File: src/rtl/pms_pkg.sv
// Shared types, constants, helper functions and the microcode table of the particle block.
package pms_pkg;

  // Field widths of the stream payload and the state.
  localparam int POS_W   = 24;
  localparam int FORCE_W = 20;
  localparam int EXT_W   = 28;
  localparam int CFG_W   = 17;

  // Saturation limits of a 24-bit signed Q.8 value.
  localparam logic signed [EXT_W-1:0] POS_MAX = 28'sd8388607;
  localparam logic signed [EXT_W-1:0] POS_MIN = -28'sd8388608;

  // Fixed Q0.16 factors: 0.03 for easing, 0.3 for a bounce.
  localparam logic [23:0] EASE_Q16   = 24'd1966;
  localparam logic [23:0] BOUNCE_Q16 = 24'd19661;

  // Register reset values.
  localparam logic [16:0] FRICTION_RST    = 17'd62259;
  localparam logic [15:0] SPEED_LIMIT_RST = 16'd12800;
  localparam logic [7:0]  RADIUS_RST      = 8'd4;

  // Square root produces one result bit per step, the divider one quotient bit.
  localparam logic [4:0] SQRT_STEPS = 5'd24;
  localparam logic [4:0] DIV_STEPS  = 5'd16;

  // Configuration register indexes.
  typedef enum logic [2:0] {
    CFG_FRICTION    = 3'd0,
    CFG_SPEED_LIMIT = 3'd1,
    CFG_RADIUS      = 3'd2,
    CFG_TARGET_X    = 3'd3,
    CFG_TARGET_Y    = 3'd4,
    CFG_START_X     = 3'd5,
    CFG_START_Y     = 3'd6
  } cfg_idx_t;

  // Input modes.
  typedef enum logic [1:0] {
    MODE_PHYSICS = 2'd0,
    MODE_EASE    = 2'd1,
    MODE_BOUND   = 2'd2,
    MODE_PLACE   = 2'd3
  } mode_t;

  typedef struct packed {
    logic [16:0] friction;
    logic [15:0] speed_limit;
    logic [7:0]  radius;
    logic [11:0] target_x;
    logic [11:0] target_y;
    logic [11:0] start_x;
    logic [11:0] start_y;
  } cfg_t;

  // Datapath operations, one per control word.
  typedef enum logic [4:0] {
    OP_NOP       = 5'd0,
    OP_ADD_FORCE = 5'd1,
    OP_SQ_X      = 5'd2,
    OP_SQ_Y      = 5'd3,
    OP_SQ_LIM    = 5'd4,
    OP_SQRT      = 5'd5,
    OP_MUL_LX    = 5'd6,
    OP_DIV       = 5'd7,
    OP_SET_VX    = 5'd8,
    OP_SET_VY    = 5'd9,
    OP_MOVE      = 5'd10,
    OP_FRIC_X    = 5'd11,
    OP_DAMP_X    = 5'd12,
    OP_DAMP_Y    = 5'd13,
    OP_EASE_X    = 5'd14,
    OP_STEP_X    = 5'd15,
    OP_STEP_Y    = 5'd16,
    OP_CLAMP     = 5'd17,
    OP_BOUNCE_X  = 5'd18,
    OP_BOUNCE_Y  = 5'd19,
    OP_PLACE     = 5'd20,
    OP_EMIT      = 5'd21
  } op_t;

  // Next-step selection of a control word.
  typedef enum logic [2:0] {
    COND_NEXT     = 3'd0,
    COND_JUMP     = 3'd1,
    COND_NO_START = 3'd2,
    COND_MODE     = 3'd3,
    COND_BUSY     = 3'd4,
    COND_LE_LIMIT = 3'd5,
    COND_WAIT_OUT = 3'd6
  } cond_t;

  typedef logic [4:0] pc_t;

  typedef struct packed {
    op_t   op;
    cond_t cond;
    pc_t   target;
  } uword_t;

  // Status flags that steer the sequencer.
  typedef struct packed {
    logic busy;
    logic le_limit;
    logic out_full;
  } stat_t;

  // Commands to the iterative root and divide unit.
  typedef struct packed {
    logic start_sqrt;
    logic start_div;
  } iter_cmd_t;

  // Program labels.
  localparam pc_t L_IDLE      = 5'd0;
  localparam pc_t L_DISPATCH  = 5'd1;
  localparam pc_t L_TABLE     = 5'd2;
  localparam pc_t L_PHYS      = 5'd6;
  localparam pc_t L_WAIT_SQRT = 5'd12;
  localparam pc_t L_WAIT_DX   = 5'd15;
  localparam pc_t L_WAIT_DY   = 5'd18;
  localparam pc_t L_MOVE      = 5'd20;
  localparam pc_t L_EASE      = 5'd24;
  localparam pc_t L_BOUND     = 5'd27;
  localparam pc_t L_PLACE     = 5'd30;
  localparam pc_t L_EMIT      = 5'd31;

  function automatic uword_t uw(op_t op, cond_t cond, pc_t target);
    uword_t w;
    w.op     = op;
    w.cond   = cond;
    w.target = target;
    return w;
  endfunction

  // The control program, one word per step.
  function automatic uword_t ucode(pc_t pc);
    uword_t w;
    case (pc)
      5'd0:  w = uw(OP_NOP,       COND_NO_START, L_IDLE);
      5'd1:  w = uw(OP_NOP,       COND_MODE,     L_TABLE);
      5'd2:  w = uw(OP_NOP,       COND_JUMP,     L_PHYS);
      5'd3:  w = uw(OP_NOP,       COND_JUMP,     L_EASE);
      5'd4:  w = uw(OP_NOP,       COND_JUMP,     L_BOUND);
      5'd5:  w = uw(OP_NOP,       COND_JUMP,     L_PLACE);
      5'd6:  w = uw(OP_ADD_FORCE, COND_NEXT,     L_IDLE);
      5'd7:  w = uw(OP_SQ_X,      COND_NEXT,     L_IDLE);
      5'd8:  w = uw(OP_SQ_Y,      COND_NEXT,     L_IDLE);
      5'd9:  w = uw(OP_SQ_LIM,    COND_NEXT,     L_IDLE);
      5'd10: w = uw(OP_NOP,       COND_LE_LIMIT, L_MOVE);
      5'd11: w = uw(OP_SQRT,      COND_NEXT,     L_IDLE);
      5'd12: w = uw(OP_NOP,       COND_BUSY,     L_WAIT_SQRT);
      5'd13: w = uw(OP_MUL_LX,    COND_NEXT,     L_IDLE);
      5'd14: w = uw(OP_DIV,       COND_NEXT,     L_IDLE);
      5'd15: w = uw(OP_NOP,       COND_BUSY,     L_WAIT_DX);
      5'd16: w = uw(OP_SET_VX,    COND_NEXT,     L_IDLE);
      5'd17: w = uw(OP_DIV,       COND_NEXT,     L_IDLE);
      5'd18: w = uw(OP_NOP,       COND_BUSY,     L_WAIT_DY);
      5'd19: w = uw(OP_SET_VY,    COND_NEXT,     L_IDLE);
      5'd20: w = uw(OP_MOVE,      COND_NEXT,     L_IDLE);
      5'd21: w = uw(OP_FRIC_X,    COND_NEXT,     L_IDLE);
      5'd22: w = uw(OP_DAMP_X,    COND_NEXT,     L_IDLE);
      5'd23: w = uw(OP_DAMP_Y,    COND_JUMP,     L_EMIT);
      5'd24: w = uw(OP_EASE_X,    COND_NEXT,     L_IDLE);
      5'd25: w = uw(OP_STEP_X,    COND_NEXT,     L_IDLE);
      5'd26: w = uw(OP_STEP_Y,    COND_JUMP,     L_EMIT);
      5'd27: w = uw(OP_CLAMP,     COND_NEXT,     L_IDLE);
      5'd28: w = uw(OP_BOUNCE_X,  COND_NEXT,     L_IDLE);
      5'd29: w = uw(OP_BOUNCE_Y,  COND_JUMP,     L_EMIT);
      5'd30: w = uw(OP_PLACE,     COND_JUMP,     L_EMIT);
      5'd31: w = uw(OP_EMIT,      COND_WAIT_OUT, L_IDLE);
      default: w = uw(OP_NOP,     COND_JUMP,     L_IDLE);
    endcase
    return w;
  endfunction

  // Clamp a wide signed value into 24 bits.
  function automatic logic signed [POS_W-1:0] sat24(logic signed [EXT_W-1:0] v);
    logic signed [POS_W-1:0] r;
    if (v > POS_MAX) begin
      r = POS_MAX[POS_W-1:0];
    end else if (v < POS_MIN) begin
      r = POS_MIN[POS_W-1:0];
    end else begin
      r = v[POS_W-1:0];
    end
    return r;
  endfunction

  // Sign-extend a 24-bit value to the working width.
  function automatic logic signed [EXT_W-1:0] sx(logic signed [POS_W-1:0] v);
    return $signed({{(EXT_W-POS_W){v[POS_W-1]}}, v});
  endfunction

  // Magnitude of a 24-bit signed value; the most negative value maps to 2^23.
  function automatic logic [POS_W-1:0] abs24(logic signed [POS_W-1:0] v);
    return v[POS_W-1] ? (~v + 24'd1) : v;
  endfunction

  // Q0.16 product rounded to nearest, ties away from zero on the magnitude.
  function automatic logic [25:0] rnd_q16(logic [47:0] p);
    logic [41:0] s;
    s = {1'b0, p[40:0]} + 42'd32768;
    return s[41:16];
  endfunction

  // Give a magnitude its sign back.
  function automatic logic signed [EXT_W-1:0] with_sign(logic neg, logic [25:0] mag);
    logic signed [EXT_W-1:0] m;
    m = $signed({2'b00, mag});
    return neg ? -m : m;
  endfunction

endpackage

File: src/rtl/pms_seq.sv
// Microcode sequencer: step counter, control table lookup and jump selection.
module pms_seq (
  input  logic            clk,
  input  logic            rst,
  input  logic            start,
  input  logic [1:0]      mode_in,
  input  pms_pkg::stat_t  stat,
  output pms_pkg::op_t    op,
  output logic            idle
);
  import pms_pkg::*;

  pc_t        pc;
  pc_t        pc_next;
  logic [1:0] mode;
  uword_t     word;

  // Current control word.
  assign word = ucode(pc);
  assign op   = word.op;
  assign idle = (pc == L_IDLE);

  // Next step: fall through, jump, dispatch on mode or hold.
  always_comb begin
    case (word.cond)
      COND_NEXT:     pc_next = pc + 5'd1;
      COND_JUMP:     pc_next = word.target;
      COND_NO_START: pc_next = start ? pc + 5'd1 : word.target;
      COND_MODE:     pc_next = word.target + pc_t'(mode);
      COND_BUSY:     pc_next = stat.busy ? word.target : pc + 5'd1;
      COND_LE_LIMIT: pc_next = stat.le_limit ? word.target : pc + 5'd1;
      COND_WAIT_OUT: pc_next = stat.out_full ? pc : word.target;
      default:       pc_next = L_IDLE;
    endcase
  end

  // Step counter.
  always_ff @(posedge clk) begin
    if (rst) begin
      pc <= L_IDLE;
    end else begin
      pc <= pc_next;
    end
  end

  // Mode of the item being worked on.
  always_ff @(posedge clk) begin
    if (start) begin
      mode <= mode_in;
    end
  end

endmodule

File: src/rtl/pms_iter.sv
// Shared iterative unit: bit-pair integer square root and restoring divider.
module pms_iter (
  input  logic                clk,
  input  logic                rst,
  input  pms_pkg::iter_cmd_t  cmd,
  input  logic [47:0]         n_in,
  input  logic [39:0]         dvd_in,
  output logic                busy,
  output logic [15:0]         quot
);
  import pms_pkg::*;

  logic        is_sqrt;
  logic [4:0]  cnt;
  logic [47:0] sh;
  logic [25:0] rem;
  logic [23:0] root;

  logic [27:0] sq_rem_t;
  logic [27:0] sq_trial;
  logic        sq_ge;
  logic [27:0] sq_diff;
  logic [24:0] dv_rem_t;
  logic        dv_ge;
  logic [24:0] dv_diff;

  // One root bit per step: bring down two radicand bits and try 4*root+1.
  assign sq_rem_t = {rem, sh[47:46]};
  assign sq_trial = {2'b00, root, 2'b01};
  assign sq_ge    = (sq_rem_t >= sq_trial);
  assign sq_diff  = sq_rem_t - sq_trial;

  // One quotient bit per step against the root held from the square root.
  assign dv_rem_t = {rem[23:0], sh[15]};
  assign dv_ge    = (dv_rem_t >= {1'b0, root});
  assign dv_diff  = dv_rem_t - {1'b0, root};

  assign quot = sh[15:0];

  // Busy flag and step count.
  always_ff @(posedge clk) begin
    if (rst) begin
      busy <= 1'b0;
      cnt  <= '0;
    end else if (cmd.start_sqrt) begin
      busy <= 1'b1;
      cnt  <= SQRT_STEPS - 5'd1;
    end else if (cmd.start_div) begin
      busy <= 1'b1;
      cnt  <= DIV_STEPS - 5'd1;
    end else if (busy) begin
      if (cnt == '0) begin
        busy <= 1'b0;
      end
      cnt <= cnt - 5'd1;
    end
  end

  // Working registers; the quotient collects in the low bits of the shifter.
  always_ff @(posedge clk) begin
    if (cmd.start_sqrt) begin
      is_sqrt <= 1'b1;
      sh      <= n_in;
      rem     <= '0;
      root    <= '0;
    end else if (cmd.start_div) begin
      is_sqrt <= 1'b0;
      sh      <= {32'd0, dvd_in[15:0]};
      rem     <= {2'b00, dvd_in[39:16]};
    end else if (busy) begin
      if (is_sqrt) begin
        rem  <= sq_ge ? sq_diff[25:0] : sq_rem_t[25:0];
        root <= {root[22:0], sq_ge};
        sh   <= {sh[45:0], 2'b00};
      end else begin
        rem       <= {2'b00, dv_ge ? dv_diff[23:0] : dv_rem_t[23:0]};
        sh[15:0]  <= {sh[14:0], dv_ge};
      end
    end
  end

endmodule

File: src/rtl/pms_dpath.sv
// Datapath: particle state, shared multiplier, saturating adders and the clamp logic.
module pms_dpath #(
  parameter int WINDOW_WIDTH  = 1024,
  parameter int WINDOW_HEIGHT = 768
) (
  input  logic                       clk,
  input  logic                       rst,
  input  pms_pkg::op_t               op,
  input  pms_pkg::cfg_t              cfg,
  input  logic                       start,
  input  logic signed [19:0]         force_x,
  input  logic signed [19:0]         force_y,
  input  logic                       iter_busy,
  input  logic [15:0]                quot,
  output pms_pkg::iter_cmd_t         iter_cmd,
  output logic [47:0]                iter_n,
  output logic [39:0]                iter_dvd,
  output logic                       le_limit,
  output logic signed [23:0]         pos_x,
  output logic signed [23:0]         pos_y,
  output logic signed [23:0]         vel_x,
  output logic signed [23:0]         vel_y
);
  import pms_pkg::*;

  localparam logic signed [25:0] WIN_W = 26'(WINDOW_WIDTH * 256);
  localparam logic signed [25:0] WIN_H = 26'(WINDOW_HEIGHT * 256);

  logic signed [19:0] fx;
  logic signed [19:0] fy;
  logic [47:0]        prod;
  logic [47:0]        acc;
  logic               hit_x;
  logic               hit_y;

  logic [23:0]        ax;
  logic [23:0]        ay;
  logic signed [24:0] dx;
  logic signed [24:0] dy;
  logic [23:0]        adx;
  logic [23:0]        ady;
  logic [23:0]        mul_a;
  logic [23:0]        mul_b;
  logic               mul_en;
  logic [47:0]        product;
  logic [25:0]        rnd;
  logic [23:0]        lim24;
  logic [23:0]        fric24;

  logic signed [25:0] px26;
  logic signed [25:0] py26;
  logic signed [25:0] r26;
  logic               hi_x;
  logic               lo_x;
  logic               hi_y;
  logic               lo_y;
  logic signed [25:0] edge_x;
  logic signed [25:0] edge_y;

  // Magnitudes and ease distances.
  assign ax     = abs24(vel_x);
  assign ay     = abs24(vel_y);
  assign dx     = $signed({5'd0, cfg.target_x, 8'd0}) - $signed({pos_x[23], pos_x});
  assign dy     = $signed({5'd0, cfg.target_y, 8'd0}) - $signed({pos_y[23], pos_y});
  assign adx    = dx[24] ? 24'(-dx) : dx[23:0];
  assign ady    = dy[24] ? 24'(-dy) : dy[23:0];
  assign lim24  = {8'd0, cfg.speed_limit};
  assign fric24 = {7'd0, cfg.friction};
  assign rnd    = rnd_q16(prod);

  // Multiplier operand selection.
  always_comb begin
    mul_en = 1'b1;
    case (op)
      OP_SQ_X:     begin mul_a = ax;    mul_b = ax;         end
      OP_SQ_Y:     begin mul_a = ay;    mul_b = ay;         end
      OP_SQ_LIM:   begin mul_a = lim24; mul_b = lim24;      end
      OP_MUL_LX:   begin mul_a = ax;    mul_b = lim24;      end
      OP_SET_VX:   begin mul_a = ay;    mul_b = lim24;      end
      OP_FRIC_X:   begin mul_a = ax;    mul_b = fric24;     end
      OP_DAMP_X:   begin mul_a = ay;    mul_b = fric24;     end
      OP_EASE_X:   begin mul_a = adx;   mul_b = EASE_Q16;   end
      OP_STEP_X:   begin mul_a = ady;   mul_b = EASE_Q16;   end
      OP_CLAMP:    begin mul_a = ax;    mul_b = BOUNCE_Q16; end
      OP_BOUNCE_X: begin mul_a = ay;    mul_b = BOUNCE_Q16; end
      default: begin
        mul_en = 1'b0;
        mul_a  = '0;
        mul_b  = '0;
      end
    endcase
  end

  assign product = mul_a * mul_b;

  // Speed test and commands to the iterative unit.
  assign le_limit            = (acc <= prod);
  assign iter_cmd.start_sqrt = (op == OP_SQRT) && !iter_busy;
  assign iter_cmd.start_div  = (op == OP_DIV) && !iter_busy;
  assign iter_n              = acc;
  assign iter_dvd            = prod[39:0];

  // Window tests against the radius.
  assign px26   = $signed({{2{pos_x[23]}}, pos_x});
  assign py26   = $signed({{2{pos_y[23]}}, pos_y});
  assign r26    = $signed({10'd0, cfg.radius, 8'd0});
  assign hi_x   = (px26 + r26) > WIN_W;
  assign lo_x   = (px26 - r26) < 26'sd0;
  assign hi_y   = (py26 + r26) > WIN_H;
  assign lo_y   = (py26 - r26) < 26'sd0;
  assign edge_x = WIN_W - r26;
  assign edge_y = WIN_H - r26;

  // Captured forces, product and sum registers.
  always_ff @(posedge clk) begin
    if (start) begin
      fx <= force_x;
      fy <= force_y;
    end
    if (mul_en) begin
      prod <= product;
    end
    if (op == OP_SQ_Y) begin
      acc <= prod;
    end else if (op == OP_SQ_LIM) begin
      acc <= acc + prod;
    end
    if (op == OP_CLAMP) begin
      hit_x <= hi_x || lo_x;
      hit_y <= hi_y || lo_y;
    end
  end

  // Particle state updated by the current operation.
  always_ff @(posedge clk) begin
    if (rst) begin
      pos_x <= '0;
      pos_y <= '0;
      vel_x <= '0;
      vel_y <= '0;
    end else begin
      case (op)
        OP_ADD_FORCE: begin
          vel_x <= sat24(sx(vel_x) + $signed({{8{fx[19]}}, fx}));
          vel_y <= sat24(sx(vel_y) + $signed({{8{fy[19]}}, fy}));
        end
        OP_SET_VX: vel_x <= vel_x[23] ? -$signed({8'd0, quot}) : $signed({8'd0, quot});
        OP_SET_VY: vel_y <= vel_y[23] ? -$signed({8'd0, quot}) : $signed({8'd0, quot});
        OP_MOVE: begin
          pos_x <= sat24(sx(pos_x) + sx(vel_x));
          pos_y <= sat24(sx(pos_y) + sx(vel_y));
        end
        OP_DAMP_X: vel_x <= sat24(with_sign(vel_x[23], rnd));
        OP_DAMP_Y: vel_y <= sat24(with_sign(vel_y[23], rnd));
        OP_STEP_X: pos_x <= sat24(sx(pos_x) + with_sign(dx[24], rnd));
        OP_STEP_Y: pos_y <= sat24(sx(pos_y) + with_sign(dy[24], rnd));
        OP_CLAMP: begin
          // The right edge wins on x, the low edge wins on y.
          if (hi_x) begin
            pos_x <= edge_x[23:0];
          end else if (lo_x) begin
            pos_x <= r26[23:0];
          end
          if (lo_y) begin
            pos_y <= r26[23:0];
          end else if (hi_y) begin
            pos_y <= edge_y[23:0];
          end
        end
        OP_BOUNCE_X: begin
          if (hit_x) begin
            vel_x <= sat24(with_sign(!vel_x[23], rnd));
          end
        end
        OP_BOUNCE_Y: begin
          if (hit_y) begin
            vel_y <= sat24(with_sign(!vel_y[23], rnd));
          end
        end
        OP_PLACE: begin
          pos_x <= $signed({4'd0, cfg.start_x, 8'd0});
          pos_y <= $signed({4'd0, cfg.start_y, 8'd0});
          vel_x <= '0;
          vel_y <= '0;
        end
        default: ;
      endcase
    end
  end

endmodule

File: src/rtl/particle_motion_step.sv
// Top level of the particle motion block: registers, sequencer, datapath and result register.
// A physics tick that hits the speed limit also runs the 24-step square root and two
// 16-step divisions of the shared iterative unit. One item is worked at a time; a finished
// result waits in the output register while the next item is taken.
// Synchronous reset clears the particle state, the registers to their defaults and the output.
module particle_motion_step #(
  parameter int WINDOW_WIDTH  = 1024,
  parameter int WINDOW_HEIGHT = 768
) (
  input  logic        clk,
  input  logic        rst,
  input  logic        s_axis_tvalid,
  output logic        s_axis_tready,
  input  logic [39:0] s_axis_tdata,   // force_x [19:0], force_y [39:20]
  input  logic [1:0]  s_axis_tuser,   // mode [1:0]
  output logic        m_axis_tvalid,
  input  logic        m_axis_tready,
  output logic [95:0] m_axis_tdata,   // pos_x [23:0], pos_y [47:24], vel_x [71:48], vel_y [95:72]
  input  logic        cfg_we,
  input  logic [2:0]  cfg_index,
  input  logic [16:0] cfg_data
);
  import pms_pkg::*;

  cfg_t               cfg;
  op_t                op;
  stat_t              stat;
  iter_cmd_t          iter_cmd;
  logic               idle;
  logic               start;
  logic               out_full;
  logic               iter_busy;
  logic [15:0]        quot;
  logic [47:0]        iter_n;
  logic [39:0]        iter_dvd;
  logic               le_limit;
  logic signed [23:0] pos_x;
  logic signed [23:0] pos_y;
  logic signed [23:0] vel_x;
  logic signed [23:0] vel_y;

  // Input transfer and output occupancy.
  assign s_axis_tready = idle;
  assign start         = s_axis_tvalid && idle;
  assign out_full      = m_axis_tvalid && !m_axis_tready;

  assign stat.busy     = iter_busy;
  assign stat.le_limit = le_limit;
  assign stat.out_full = out_full;

  // Configuration registers.
  always_ff @(posedge clk) begin
    if (rst) begin
      cfg.friction    <= FRICTION_RST;
      cfg.speed_limit <= SPEED_LIMIT_RST;
      cfg.radius      <= RADIUS_RST;
      cfg.target_x    <= '0;
      cfg.target_y    <= '0;
      cfg.start_x     <= '0;
      cfg.start_y     <= '0;
    end else if (cfg_we) begin
      case (cfg_idx_t'(cfg_index))
        CFG_FRICTION:    cfg.friction    <= cfg_data;
        CFG_SPEED_LIMIT: cfg.speed_limit <= cfg_data[15:0];
        CFG_RADIUS:      cfg.radius      <= cfg_data[7:0];
        CFG_TARGET_X:    cfg.target_x    <= cfg_data[11:0];
        CFG_TARGET_Y:    cfg.target_y    <= cfg_data[11:0];
        CFG_START_X:     cfg.start_x     <= cfg_data[11:0];
        CFG_START_Y:     cfg.start_y     <= cfg_data[11:0];
        default: ;
      endcase
    end
  end

  pms_seq u_seq (
    .clk     (clk),
    .rst     (rst),
    .start   (start),
    .mode_in (s_axis_tuser),
    .stat    (stat),
    .op      (op),
    .idle    (idle)
  );

  pms_iter u_iter (
    .clk    (clk),
    .rst    (rst),
    .cmd    (iter_cmd),
    .n_in   (iter_n),
    .dvd_in (iter_dvd),
    .busy   (iter_busy),
    .quot   (quot)
  );

  pms_dpath #(
    .WINDOW_WIDTH  (WINDOW_WIDTH),
    .WINDOW_HEIGHT (WINDOW_HEIGHT)
  ) u_dpath (
    .clk       (clk),
    .rst       (rst),
    .op        (op),
    .cfg       (cfg),
    .start     (start),
    .force_x   (s_axis_tdata[19:0]),
    .force_y   (s_axis_tdata[39:20]),
    .iter_busy (iter_busy),
    .quot      (quot),
    .iter_cmd  (iter_cmd),
    .iter_n    (iter_n),
    .iter_dvd  (iter_dvd),
    .le_limit  (le_limit),
    .pos_x     (pos_x),
    .pos_y     (pos_y),
    .vel_x     (vel_x),
    .vel_y     (vel_y)
  );

  // Result register: loaded when the program emits and the slot is free.
  always_ff @(posedge clk) begin
    if (rst) begin
      m_axis_tvalid <= 1'b0;
    end else if ((op == OP_EMIT) && !out_full) begin
      m_axis_tvalid <= 1'b1;
    end else if (m_axis_tready) begin
      m_axis_tvalid <= 1'b0;
    end
  end

  always_ff @(posedge clk) begin
    if ((op == OP_EMIT) && !out_full) begin
      m_axis_tdata <= {vel_y, vel_x, pos_y, pos_x};
    end
  end

endmodule

File: config.mk
export PLATFORM = sky130hd
export DESIGN_NAME = particle_motion_step
export DESIGN_NICKNAME = d
export VERILOG_FILES = /design/src/rtl/pms_pkg.sv /design/src/rtl/pms_seq.sv /design/src/rtl/pms_iter.sv /design/src/rtl/pms_dpath.sv /design/src/rtl/particle_motion_step.sv
export SDC_FILE = /design/constraint.sdc
export NUM_CORES = 2
export LEC_CHECK = 0
export BUFFER_PORTS_ARGS = -buffer_cell sky130_fd_sc_hd__buf_2
export CELL_PAD_IN_SITES_DETAIL_PLACEMENT = 0
export CELL_PAD_IN_SITES_GLOBAL_PLACEMENT = 1
export CORE_MARGIN = 1.5
export CORE_UTILIZATION = 35
export CTS_CLUSTER_SIZE = 16
export DETAILED_ROUTE_END_ITERATION = 12
export PLACE_DENSITY_LB_ADDON = 0.1
export SLEW_MARGIN = 20
export SYNTH_ARGS = -nofsm -noshare
export SYNTH_HDL_FRONTEND = slang
export SYNTH_SLANG_ARGS = --single-unit
File: constraint.sdc
create_clock -name clk -period 13 [get_ports clk]
set_input_delay 0.65 -clock clk [delete_from_list [all_inputs] [get_ports clk]]
set_output_delay 0.65 -clock clk [all_outputs]
set_load 0.01 [all_outputs]
Yosys cells after proc, flatten, opt, wreduce, memory -nomap -nowiden. Memories as Yosys holds them, arrays and structs flattened. A register that Yosys moved wholly into a read port is not among the register bits. Cells that the tools add are included.

Flip-flop bits (word level): 532. Bits in read-only memories: 416. Bits of input ports: 67. Output and inout port bits: 98. Memories: 1.

Memories: (name not given) (depth 32, width 13, rd ports 1, clocked after memory_dff 1, write ports 0, line pms_pkg.sv:139) `case (pc)`.

Add/subtract/negate cells: 27. Multipliers: 1. Magnitude comparators: 27. Equality and inequality tests: 38. Muxes and demuxes: 73. Bitwise logic cells: 3. Reductions and logical operators: 45.

Operator list (number): $mux 24 (35); $pmux 24 s5 (3); $gt 28x24->1 const B (10); $lt 28x24->1 const B (10); $mux 48 (5); $pmux 24 s4 (2); $mux 28 (6); $pmux 24 s6 (1); $add 24x28->28 (2); $lt 26x1->1 const B (2); $mux 26 (2); $add 24x17->25 (2); $add 24x20->25 (2); $add 24x24->25 (2); $sub 21x24->25 (2); $sub 24x17->25 (2); $add 24x1->24 const B (2); $add 48x48->48 (1); $le 48x48->1 (1); $mul 24x24->48 (1); $neg 24->24 (2); $not 24->24 (2); $mux 5 (9); $add 41x16->42 const B (1); other kinds (44) (107).

Depth between registers and ports, before layout.
Depth after elaboration: 8. Gate-level depth with buffers: 46. Depth with buffers taken out: 43.

By module. Synthesis repeated with hierarchy kept, for this count alone.

Cells, all modules: 7906. Area, all modules: 66552.6 sq um.

By module, submodules not included: pms_dpath (instances 1, cells an instance 6366, area an instance 50484.7 sq um, seq. area each 6065.8 sq um); pms_iter (instances 1, cells an instance 919, area an instance 7882.6 sq um, seq. area each 2582.5 sq um); particle_motion_step (instances 1, cells an instance 433, area an instance 6518.8 sq um, seq. area each 4684.5 sq um); pms_seq (instances 1, cells an instance 188, area an instance 1666.6 sq um, seq. area each 420.4 sq um).

Worst setup path after synthesis. OpenSTA, ideal clock, no wires.

Path type: register to register. From: reg u_dpath.pos_y[9]. To: reg u_dpath.prod[46] (data pin). Library setup time: 0.258 ns. Data arrival time: 10.022 ns. Required time: 12.742 ns. Setup slack: 2.720 ns. Cell stages (with the launch flop): 41. Buffers on the path: 2. Period minus slack after synthesis: 10.280 ns. Cells stage by stage: dfxtp_1 inv_1 ha_1 a21o_1 a21oi_1 a21oi_1 or4b_2 o211ai_1 o2111ai_1 or4b_2 nor2_1 a31oi_1 xnor2_1 a221o_1 clkbuf_1 clkbuf_1 nand2_1 fa_1 [5 not listed] inv_1 fa_1 fa_1 fa_1 ha_1 a21o_1 a21o_1 a21oi_1 nand2_1 a211oi_1 a211oi_1 a221o_1 nand3_1 o31ai_1 o21a_1 a21o_1 a21oi_1 xnor2_1.

Cells in the longest elaborated chain, start to end: 5.

Ends and longest elaborated chain: start, declared (line pms_dpath.sv:20) `output logic signed [23:0] pos_y,`; start signal, assigned (line pms_dpath.sv:151) `pos_y <= sat24(sx(pos_y) + sx(vel_y));`; start signal, assigned (line pms_dpath.sv:156) `OP_STEP_Y: pos_y <= sat24(sx(pos_y) + with_sign(dy[24], rnd));`; start signal, assigned (line pms_dpath.sv:165) `pos_y <= r26[23:0];`; $sub 21x24->25 (*) (line pms_dpath.sv:64) `assign dy = $signed({5'd0, cfg.target_y, 8'd0}) - $signed({pos_y[23], pos_y});`; $neg 24->24 (line pms_dpath.sv:66) `assign ady = dy[24] ? 24'(-dy) : dy[23:0];`; $mux 24 (*) (line pms_dpath.sv:66); $pmux 24 s5 (*) (line pms_dpath.sv:74) `case (op)`; $mul 24x24->48 (*) (line pms_dpath.sv:94) `assign product = mul_a * mul_b;`; via u_dpath.product[46] (line pms_dpath.sv:45) `logic [47:0] product;`; end signal, assigned (line pms_dpath.sv:121) `prod <= product;`; end, declared (line pms_dpath.sv:31) `logic [47:0] prod;`.

Mark *: on every way through the listed nets, which the timed path passes. The rest lies on a longest branch. A chain may end at the register's enable or synchronous reset.

Final worst setup path.
From: reg u_dpath.pos_y[8]. To: reg u_dpath.prod[47] (data pin).

Same word-level chain as after synthesis.

==> impl_metrics.yaml <==
run_status:
  outcome: "finished clean"
sta:
  setup_tns_ns: 0
  drv_slew: 0
  rsz0062_at_grt: "false"
  skew_ns: 0.0887
  period_share_pct: 94.3
  timing.fmax_mhz: 81.5
  hold_violations: 0
  finalSetupViolCount: 0
  fin_crit_ns: 12.27
  worst_pin_slew_ns: 1.25
  slew_headroom_pct: 16.0
grt:
  grt_max_degree: 68
  antenna_found_initial: 23
  gr-usage-all-layers_pct: 29.6
  grt-ovfl-total: 0
  grt_pass1_wl_um: 405000
  grt_pass1_vias: 57400
synthesis:
  synth_cells: 7839
  yosys.area.top_type_share_pct: 15.4
  syn_avg_cell_area_um2: 8.18
  async_reset_ff_share_pct: 0
  synth_edf_count: 284
  synth.distinct_cells: 109
  synth_area_leaders: "fa_1 (15%), edfxtp_1 (13%), ha_1 (11%), dfxtp_1 (8.1%), nand2_1 (6.4%)"
  ys.flop_type: "edfxtp_1"
  ys_seq_area_share_pct: 21.4
  synth_warnings: 0
  netlist_area_um2: 64200
  yosys.area.top_type: "fa_1"
  synth-seq-cells: 545
pwr:
  p_leak_nw: 30.6
  powerDensity_nw_per_um2: 178
  vdd_drop_max_v: 0.000116
placement:
  hpwl_um: 221000
  globalplace.congestion: 0.982
  numPortBuffers: 164
routing:
  wl_per_cell_um: 27.1
  ant_nets: 0
  num_vias: 59400
  routed_wl_um: 282000
  viasPerCell: 5.72
  drt_drc_violations_left: 0
  firstDrtPassIters: 8
  initialDrtViolationCount: 6319
layout:
  final_cell_mix: "nand2_1 (1087), inv_1 (829), a21oi_1 (614)"
  layout_commonest_cell: "nand2_1"
  fillers: 18700
  final_util_pct: 39.2
  nets: 9061
  area_growth_pct: 10.9
  drive_above_1_share_pct: 8.08
floorplanning:
  die_h_um: 431
  fp.dieW_um: 431
  ioPinCount: 165
  initial_core_util_pct: 35.4
  fp.coreArea_um2: 181000
  rows: 156
  dieArea_um2: 186000
clock_tree:
  numCtsBuffers: 74
  cts_tree: "done"
  post_cts_resized: 0
  cts_num_sinks: 545
  post-cts-setup-buffer-count: 0
  clk_latency_ns: 0.75
  htreeDepth: 3
  cts_root_buffer: "clkbuf_16"
  cts_buffer_depth: 3
  postCtsHoldBufs: 0
  clk_pin_slew_worst_paths_ns: 0.06
flow_run:
  drv_cap: 0
worst_setup_path:
  start_kind: "flip-flop"
  cp_data_required_time_ns: 13.42
  slowest_stage: "inv_1"
  crit_type: "reg -> reg"
  cp_slowest_stage_delay_ns: 0.59
  critPathArrivalTime_ns: 12.69
  setup.worst_path.end_class: "flip-flop"
  cpMostUsedCell: "fa_1"
  worstPathMaxFanout: 11
hold_path:
  hold_class: "in -> reg"
## cells in the mapped netlist (all sizes together) (14+ instances only)
| master | count |
|---|---|
| nand2 | 1089 |
| inv | 832 |
| a21oi | 619 |
| nor2 | 570 |
| ha | 545 |
| fa | 493 |
| o21ai | 442 |
| xnor2 | 357 |
| clkbuf | 302 |
| edfxtp | 284 |
| dfxtp | 261 |
| xor2 | 157 |
| nor3 | 150 |
| a21o | 130 |
| and2 | 128 |
| nand3 | 110 |
| nand2b | 93 |
| nor2b | 72 |
| a31oi | 70 |
| o21a | 68 |
| a211oi | 66 |
| buf | 63 |
| o21bai | 61 |
| nand4 | 57 |
| mux2i | 55 |
| nor4 | 53 |
| or3 | 53 |
| o22ai | 49 |
| o211ai | 48 |
| o31ai | 48 |
| and3 | 35 |
| a221oi | 34 |
| a22oi | 34 |
| or2 | 31 |
| a21boi | 24 |
| a2111oi | 23 |
| o221ai | 23 |
| or4 | 23 |
| a311oi | 20 |
| nor3b | 18 |
| a211o | 17 |
| a221o | 17 |
| o2111ai | 16 |
| nand3b | 14 |
## registers in the layout (all words and copies together), names as in the netlist, 2 cells and up
signal and count:
u_iter.rem 26, u_iter.cnt 5, u_seq.word 13, u_dpath.pos_y 24, u_dpath.prod 48, cfg 89
u_dpath.iter_n 48, u_dpath.pos_x 24, u_iter.sh 48, u_dpath.fx 20, m_axis_tdata 96, u_dpath.fy 20
u_seq.mode 2, u_dpath.vel_x 24, u_dpath.vel_y 24, u_seq.pc 5, u_iter.root 24
## worst max-delay path, delay by kind of cell (launching register included)
family | cells | cell delay, ns
compound gates | 12 | 2.94
flops | 1 | 0.54
buf+inv | 6 | 0.97
fa+ha+maj | 9 | 4.35
xor+xnor | 2 | 0.25
simple gates | 9 | 2.83
## metal layers
metal,vias to the layer above,GRT usage [%],routed length (um)
met1,29500,43.2,130000
li1,27200,-,-
met5,-,0,24
met3,387,5.45,23700
met4,4,8.46,8470
met2,2349,44.3,120000
## cells by family after synthesis
group	share of synthesized area [%]
DFF	21.4
AOI/OAI and AO/OA	19.2
other	0.0117
adders and majority gates	26.0
buffers and inverters	7.13
and+or+nand+nor	18.1
xor gates and xnor gates	7.07
muxes	1.02
## layout make-up
type / count / area [um^2] / share of cell area [%]
multi-input cells: 6107 / 46200 / 64.9
flip-flops and latches: 545 / 13800 / 19.3
inverters: 834 / 3130 / 4.40
well taps: 2370 / 2970 / 4.17
repair buffers: 394 / 2550 / 3.59
clock buffers: 91 / 1970 / 2.77
clock inverters: 46 / 567 / 0.797
diodes: 3 / 7.51 / 0.0106
## metrics by stage
step,hold WS (ns),instance area (um^2),power (mW),instances,setup WS (ns)
floorplan,0.436,64200,7.48,7851,2.72
global placement,0.447,68600,10.3,10300,1.13
detailed placement,0.455,68600,10.3,10300,1.06
CTS,0.0263,71100,12.6,10400,0.952
global route,0.0563,71100,13.4,10400,0.213
finish,0.0836,71100,12.7,10400,0.735
## final timing paths
path,from,endpoint,slack [ns],cells after the start
worst max-delay path,u_dpath.pos_y[8],u_dpath.prod[47],0.73,38
worst min-delay path,s_axis_tuser[0],u_seq.mode[0],0.08,1
worst max register to register,u_dpath.pos_y[8],u_dpath.prod[47],0.73,38
worst min register to register,u_iter.root[23],u_iter.root[23],0.46,2
## report_power, final
part	leakage [nW]	switching [mW]	internal (mW)
clock network	1.22	0.935	1.25
registers	4.77	0.562	2.20
logic	24.6	5.08	2.65
total	30.6	6.58	6.11
No activity file was read; power rests on OpenSTA's default activity.
